`src/tick_signal_order_engine_unit_assert.svh`:
```
// assertion macros for the tick signal order engine
`ifndef TICK_SIGNAL_ORDER_ENGINE_UNIT_ASSERT_SVH
`define TICK_SIGNAL_ORDER_ENGINE_UNIT_ASSERT_SVH

`ifndef ASSERT_OFF
// same-cycle implication
`define TSOE_ASSERT_IMP(lbl, clk, rst_n, ante, cons) \
lbl: assert property (@(posedge clk) disable iff (!rst_n) (ante) |-> (cons)) \
	else $error("tsoe assertion failed");
// next-cycle implication
`define TSOE_ASSERT_NXT(lbl, clk, rst_n, ante, cons) \
lbl: assert property (@(posedge clk) disable iff (!rst_n) (ante) |=> (cons)) \
	else $error("tsoe assertion failed");
`else
`define TSOE_ASSERT_IMP(lbl, clk, rst_n, ante, cons)
`define TSOE_ASSERT_NXT(lbl, clk, rst_n, ante, cons)
`endif

`endif

```
`src/tsoe_pkg.sv`:
```
`timescale 1ns / 1ps
package tsoe_pkg;

	localparam int PRICE_W    = 24;
	localparam int INST_W     = 4;
	localparam int COUNT_W    = 32;
	localparam int LIMIT_W    = 24;
	localparam int DEV_W      = 7;
	localparam int OFFSET_W   = 16;
	localparam int MINH_W     = 4;
	localparam int CFG_IDX_W  = 3;
	localparam int CFG_DATA_W = 24;

	localparam int PCT_SCALE = 100;

	localparam logic [PRICE_W-1:0] PRICE_MAX = '1;

	localparam logic [LIMIT_W-1:0]  LOW_LIMIT_RST  = 24'd10500;
	localparam logic [LIMIT_W-1:0]  HIGH_LIMIT_RST = 24'd19500;
	localparam logic [DEV_W-1:0]    DEV_PCT_RST    = 7'd2;
	localparam logic [OFFSET_W-1:0] OFFSET_RST     = 16'd1;
	localparam logic [MINH_W-1:0]   MIN_HIST_RST   = 4'd5;

	typedef enum logic [CFG_IDX_W-1:0] {
		REG_LOW_LIMIT  = 3'd0,
		REG_HIGH_LIMIT = 3'd1,
		REG_DEV_PCT    = 3'd2,
		REG_OFFSET     = 3'd3,
		REG_MIN_HIST   = 3'd4
	} cfg_reg_t;

	typedef struct packed {
		logic [LIMIT_W-1:0]  low_limit;
		logic [LIMIT_W-1:0]  high_limit;
		logic [DEV_W-1:0]    dev_pct;
		logic [OFFSET_W-1:0] offset;
		logic [MINH_W-1:0]   min_hist;
	} cfg_t;

	typedef struct packed {
		logic [INST_W-1:0]  instrument;
		logic [PRICE_W-1:0] price;
	} tick_t;

	typedef struct packed {
		logic               order_valid;
		logic               order_is_buy;
		logic [INST_W-1:0]  order_instrument;
		logic [PRICE_W-1:0] order_price;
		logic               threshold_hit;
		logic               deviation_hit;
		logic               momentum_hit;
		logic [COUNT_W-1:0] threshold_count;
		logic [COUNT_W-1:0] deviation_count;
		logic [COUNT_W-1:0] momentum_count;
	} result_t;

	// per-beat flags handed from the window stage to the evaluation stage
	typedef struct packed {
		logic in_range;
		logic thr;
		logic mom;
	} sig_ctrl_t;

endpackage

```
`src/tsoe_eval.sv`:
```
`timescale 1ns / 1ps
module tsoe_eval #(
	parameter int WINDOW_DEPTH = 10
) (
	input  logic                       clk,
	input  logic                       arst_n,
	input  tsoe_pkg::cfg_t             cfg,
	input  logic                       s2_valid,
	input  tsoe_pkg::sig_ctrl_t        s2_ctrl,
	input  logic [tsoe_pkg::INST_W-1:0]  s2_inst,
	input  logic [tsoe_pkg::PRICE_W-1:0] s2_price,
	input  logic [$clog2(WINDOW_DEPTH+1)-1:0] s2_fill,
	input  logic [tsoe_pkg::PRICE_W+$clog2(WINDOW_DEPTH)-1:0] s2_sum,
	input  logic [tsoe_pkg::PRICE_W+$clog2(WINDOW_DEPTH)-1:0] s2_pn,
	output logic                       s2_take,
	output logic                       result_valid,
	input  logic                       result_stall,
	output tsoe_pkg::result_t          result_data
);

	localparam int PW = tsoe_pkg::PRICE_W;
	localparam int FW = $clog2(WINDOW_DEPTH + 1);
	localparam int SW = PW + $clog2(WINDOW_DEPTH);
	localparam int MW = SW + 8;
	localparam int CW = (FW > tsoe_pkg::MINH_W) ? FW : tsoe_pkg::MINH_W;
	localparam int NW = tsoe_pkg::COUNT_W;

	function automatic logic [NW-1:0] sat_inc(input logic [NW-1:0] c, input logic hit);
		logic [NW-1:0] r;
		r = (hit && c != '1) ? c + 1'b1 : c;
		return r;
	endfunction

	logic              out_v_q;
	tsoe_pkg::result_t out_q;
	logic [NW-1:0]     thr_cnt_q, dev_cnt_q, mom_cnt_q;
	logic [NW-1:0]     thr_cnt, dev_cnt, mom_cnt;

	logic              out_free, load;
	logic [7:0]        low_f, high_f;
	logic [MW-1:0]     lhs, low_b, high_b;
	logic              hist_ok, dev, below, buy, sell, valid;
	logic [PW:0]       up_sum;
	logic [PW-1:0]     buy_px, sell_px, off_px;
	tsoe_pkg::result_t res;

	assign out_free = !out_v_q || !result_stall;
	assign s2_take  = out_free;
	assign load     = s2_valid && out_free;

	always_comb begin
		// a band of 100 percent or more leaves no lower side
		low_f  = (cfg.dev_pct < 7'(tsoe_pkg::PCT_SCALE)) ?
			8'(tsoe_pkg::PCT_SCALE) - {1'b0, cfg.dev_pct} : '0;
		high_f = 8'(tsoe_pkg::PCT_SCALE) + {1'b0, cfg.dev_pct};
		// exact average compare: price*100*n against sum*(100 -/+ d)
		lhs    = MW'(s2_pn) * MW'(tsoe_pkg::PCT_SCALE);
		low_b  = MW'(s2_sum) * MW'(low_f);
		high_b = MW'(s2_sum) * MW'(high_f);
		hist_ok = CW'(s2_fill) >= CW'(cfg.min_hist);
		dev    = s2_ctrl.in_range && hist_ok && ((lhs < low_b) || (lhs > high_b));
		below  = s2_pn < s2_sum;
		buy    = s2_ctrl.thr || s2_ctrl.mom || (dev && below);
		sell   = dev && !below;
		valid  = buy || sell;

		off_px  = PW'(cfg.offset);
		up_sum  = {1'b0, s2_price} + {1'b0, off_px};
		buy_px  = up_sum[PW] ? tsoe_pkg::PRICE_MAX : up_sum[PW-1:0];
		sell_px = (s2_price > off_px) ? s2_price - off_px : '0;

		thr_cnt = sat_inc(thr_cnt_q, s2_ctrl.thr);
		dev_cnt = sat_inc(dev_cnt_q, dev);
		mom_cnt = sat_inc(mom_cnt_q, s2_ctrl.mom);

		res.order_valid      = valid;
		res.order_is_buy     = buy;
		res.order_instrument = valid ? s2_inst : '0;
		res.order_price      = buy ? buy_px : (sell ? sell_px : '0);
		res.threshold_hit    = s2_ctrl.thr;
		res.deviation_hit    = dev;
		res.momentum_hit     = s2_ctrl.mom;
		res.threshold_count  = thr_cnt;
		res.deviation_count  = dev_cnt;
		res.momentum_count   = mom_cnt;
	end

	always_ff @(posedge clk or negedge arst_n) begin
		if (!arst_n) begin
			out_v_q   <= 1'b0;
			thr_cnt_q <= '0;
			dev_cnt_q <= '0;
			mom_cnt_q <= '0;
		end else begin
			if (out_free) begin
				out_v_q <= s2_valid;
			end
			if (load) begin
				thr_cnt_q <= thr_cnt;
				dev_cnt_q <= dev_cnt;
				mom_cnt_q <= mom_cnt;
			end
		end
	end

	always_ff @(posedge clk) begin
		if (load) begin
			out_q <= res;
		end
	end

	assign result_valid = out_v_q;
	assign result_data  = out_q;

endmodule

```
`config.mk`:
```
export PLATFORM = sky130hd
export DESIGN_NAME = tsoe_eval
export DESIGN_NICKNAME = d
export VERILOG_FILES = /design/src/tick_signal_order_engine_unit_assert.svh /design/src/tsoe_pkg.sv /design/src/tsoe_eval.sv
export SDC_FILE = /design/constraint.sdc
export NUM_CORES = 2
export LEC_CHECK = 0
export BUFFER_PORTS_ARGS = -buffer_cell sky130_fd_sc_hd__buf_2
export CORE_MARGIN = 8
export CORE_UTILIZATION = 60
export DETAILED_ROUTE_END_ITERATION = 6
export MAX_ROUTING_LAYER = met4
export PLACE_DENSITY_LB_ADDON = 0.1
export REMOVE_ABC_BUFFERS = 1
export SYNTH_ARGS = -nofsm -noshare
export SYNTH_HDL_FRONTEND = slang
export SYNTH_SLANG_ARGS = --single-unit
```
`constraint.sdc`:
```
create_clock -name clk -period 10.7 [get_ports clk]
set_input_delay 2.14 -clock clk [delete_from_list [all_inputs] [get_ports clk]]
set_output_delay 2.14 -clock clk [all_outputs]
set_load 0.01 [all_outputs]
```
==> flow_metrics.tcl <==
set metrics [dict create \
    finalSetupViolCount 0 \
    ys_dominant_reg_cell "sky130_fd_sc_hd__edfxtp_1" \
    sw_frac_of_total 0.4770 \
    internal-power_mw 4.795 \
    cap_viol_max_count 0 \
    dpl_cell_area_um2 34870 \
    finalHoldViolCount 0 \
    most_numerous_cell_in_the_yosys_netlist "sky130_fd_sc_hd__inv_1" \
    cts_htree_levels 1 \
    antenna_violations_before_repair 5 \
    dr.pass1.iters 6 \
    synth_top_cell_by_area "sky130_fd_sc_hd__fa_1" \
    timing.reg2reg.setup_slack_ns 7.25 \
    synth-seq-area-share 0.2033 \
    fmaxAchievable_mhz 96.18 \
    avgSynthCellArea_um2 8.996 \
    power_density_nw_per_um2 254.6 \
    seqPwrFrac 0.120 \
    slew_violations 0 \
    ys.warnings.count 0 \
    clockRootBuffer "sky130_fd_sc_hd__clkbuf_16" \
    dieArea_um2 59190 \
    yosys-top-cells-area "sky130_fd_sc_hd__fa_1 (22%), sky130_fd_sc_hd__ha_1 (14%), sky130_fd_sc_hd__edfxtp_1 (12%)" \
    irDropWorstVdd_v 0.0001662 \
    flops_latches_synth 226 \
    gpl.final_weighted_congestion 0.9426 \
    dp_worst_slack_ns -0.9849 \
    min_period_over_period 0.9717 \
    power.switching_mw 4.373 \
    placedCellCount 4535 \
    cp_startpoint "cfg[22]" \
    route.detailed.wl_per_inst_um 18.53 \
    clock_latency_late_sink_ns 0.54 \
    hold_path.class "reg -> reg" \
    grt_max_degree 88 \
    postLayoutSetupSlackWorst_ns 0.3031 \
    status "completed" \
    ctsHoldBuffers 0 \
    cp_slowest_cell "sky130_fd_sc_hd__fa_1" \
    fin_area_um2 36010 \
    final_period_minus_worst_setup_slack_ns 10.40 \
    rows 83 \
    drt_iter0_markers 1875 \
    tritoncts_sinks 226 \
    pwr-share-clk 0.088 \
    top_level_ports 301 \
    tritoncts_clock_tree "yes" \
    totalWireLength_um 85250 \
    design.core.area_um2 51200 \
    timing.hold.ws_ns 0.5091 \
    netlist_area_um2 31000 \
    ys_top_cells_by_count "sky130_fd_sc_hd__inv_1 (551), sky130_fd_sc_hd__fa_1 (337), sky130_fd_sc_hd__ha_1 (336)" \
    final_nets 4737 \
    global_route.overflow_total 0 \
    yosysUniqueCellTypes 92 \
    p_leak_nw 18.15 \
    antenna_violating_nets_post_route 0 \
    die_width_um 243.3 \
    timing.critical_path.fanout_max 12 \
    fill_cells 3990 \
    worstPathRequired_ns 11.00 \
    cts_buffer_depth 3 \
    final_layout_size_suffix_gt1_frac 0.1754 \
    place.port_buffers 252 \
    post-dp-hpwl_um 69450 \
    die_y_um 243.3 \
    arrival_ns 10.70 \
    critical_path.n_buffers_inverters 9 \
    detailroute.via_count 25830 \
    worst-slew-pin-transition_ns 1.049 \
    grt_usage 0.2932 \
    slowest_delay_ns 0.58 \
    timing.setup.critical_path_class "in -> reg" \
    timing.critical_path.max_delay_family "compound AO/OA/AOI/OAI gates" \
    grt_first_pass_wirelength_um 139000 \
    worstReg2RegStart "thr_cnt_q[6]" \
    comb_power_share 0.792 \
    initial_core_util 0.6055 \
    crit_path_start_kind "primary input" \
    setup.worst_path.end_class "flip-flop" \
    grt_pass1_vias 26890 \
    postSynthCellCount 3446 \
    clock-skew-final_ns 0.02586 \
    avgViaCountPerCell 5.615 \
    cts_buffers 24 \
    fin_cells 4600 \
    number_of_enable_type_register_cells_in_the_synthesized_netlist 129 \
    layout-area-overhead-vs-synth_pct 16.15 \
    area_share_of_the_leading_cell_type_in_the_synthesized_netlist 0.2176 \
    finish.utilization 0.7033 \
    ys_async_sr_fraction 0.4292 \
    worst_setup_hold_path_clk_slew_ns 0.06 \
    slew-limit-headroom 0.3005 \
    detail_route.drc_violations 0 \
    worst_min_path_start "mom_cnt_q[7]" \
]
state kept, by name (all words and copies together) (netlist names):
| register | count |
|---|---|
| result_data | 129 |
| dev_cnt_q | 32 |
| mom_cnt_q | 32 |
| thr_cnt_q | 32 |
| result_valid | 1 |
per-layer routing:
metal  vias to the layer above  global-route usage  share of wire
met3                       124             0.03578          0.069
met4                         0             0.08815          0.029
met1                     12550              0.3944           0.43
met5                         -                   -              0
met2                       935              0.4648           0.47
li1                      12220                   -              -
power by group through the flow:
stage	clock network, mW	logic, mW	registers [mW]
after floorplan	0	4.30	1.13
after global placement	0	6.76	1.11
after detailed placement	0	6.97	1.12
after CTS	0.818	7.07	1.10
after global routing	0.849	8.11	1.11
final	0.804	7.26	1.10
through the flow:
| step | total power, mW | setup TNS (ns) |
|---|---|---|
| final | 9.168 | 0 |
| after global routing | 10.07 | -0.6143 |
| after CTS | 8.992 | 0 |
| after detailed placement | 8.086 | -70.92 |
| after global placement | 7.872 | -63.88 |
| after floorplan | 5.432 | -310.09 |
final cells by class:
cell class | count | area (µm²) | area share
tap | 680 | 850.8 | 0.02363
multi-input combinational | 2532 | 22350 | 0.6206
timing repair buffer | 548 | 3615 | 0.1004
sequential | 226 | 6301 | 0.1750
clock buffer | 32 | 693.2 | 0.01925
antenna | 8 | 20.02 | 0.0005560
clock inverter | 12 | 67.56 | 0.001876
inverter | 562 | 2115 | 0.05873
cell usage in the layout, fill, tap and decap left out, types with 24 or more instances in the layout:
master	n
sky130_fd_sc_hd__inv_1	548
sky130_fd_sc_hd__and3_1	25
sky130_fd_sc_hd__o21ai_0	63
sky130_fd_sc_hd__xnor2_1	134
sky130_fd_sc_hd__and2_1	163
sky130_fd_sc_hd__a21oi_1	129
sky130_fd_sc_hd__nand4_1	42
sky130_fd_sc_hd__nand2_1	313
sky130_fd_sc_hd__clkbuf_16	26
sky130_fd_sc_hd__edfxtp_1	129
sky130_fd_sc_hd__xor2_1	138
sky130_fd_sc_hd__dfrtp_1	97
sky130_fd_sc_hd__nor2_1	212
sky130_fd_sc_hd__ha_1	332
sky130_fd_sc_hd__buf_4	282
sky130_fd_sc_hd__nand2b_1	28
sky130_fd_sc_hd__fa_1	336
sky130_fd_sc_hd__o21bai_1	24
sky130_fd_sc_hd__nand3_1	83
sky130_fd_sc_hd__o21a_1	26
sky130_fd_sc_hd__a21o_1	58
sky130_fd_sc_hd__nor3_1	144
sky130_fd_sc_hd__buf_2	252
final timing paths:
check / endpoint / cells after the start
setup / recovery: result_data[102] / 40
hold / removal: mom_cnt_q[7] / 1
setup reg to reg: result_data[93] / 11
hold reg to reg: mom_cnt_q[7] / 1
max in group asynchronous: thr_cnt_q[12] / 2
min in group asynchronous: mom_cnt_q[17] / 1
repair_timing:
| item | CTS | global route |
|---|---|---|
| gates resized for setup | 7 | 48 |
| endpoints found under the setup margin | 93 | 95 |
| pin swaps | 3 | 22 |
| buffers inserted | 6 | 7 |
kinds of logic (layout without fill, tap and decap cells):
family / after synthesis / in the layout / synth area share
and+or+nand+nor: 1113 / 1113 / 0.1770
buffers and inverters: 688 / 1154 / 0.08492
adders and majority gates: 673 / 673 / 0.3532
AOI/OAI and AO/OA: 464 / 464 / 0.1015
xor gates and xnor gates: 276 / 276 / 0.07798
DFF: 226 / 226 / 0.2033
muxes: 6 / 6 / 0.002099
other: 0 / 8 / 0
No activity file was read; power rests on OpenSTA's default activity.
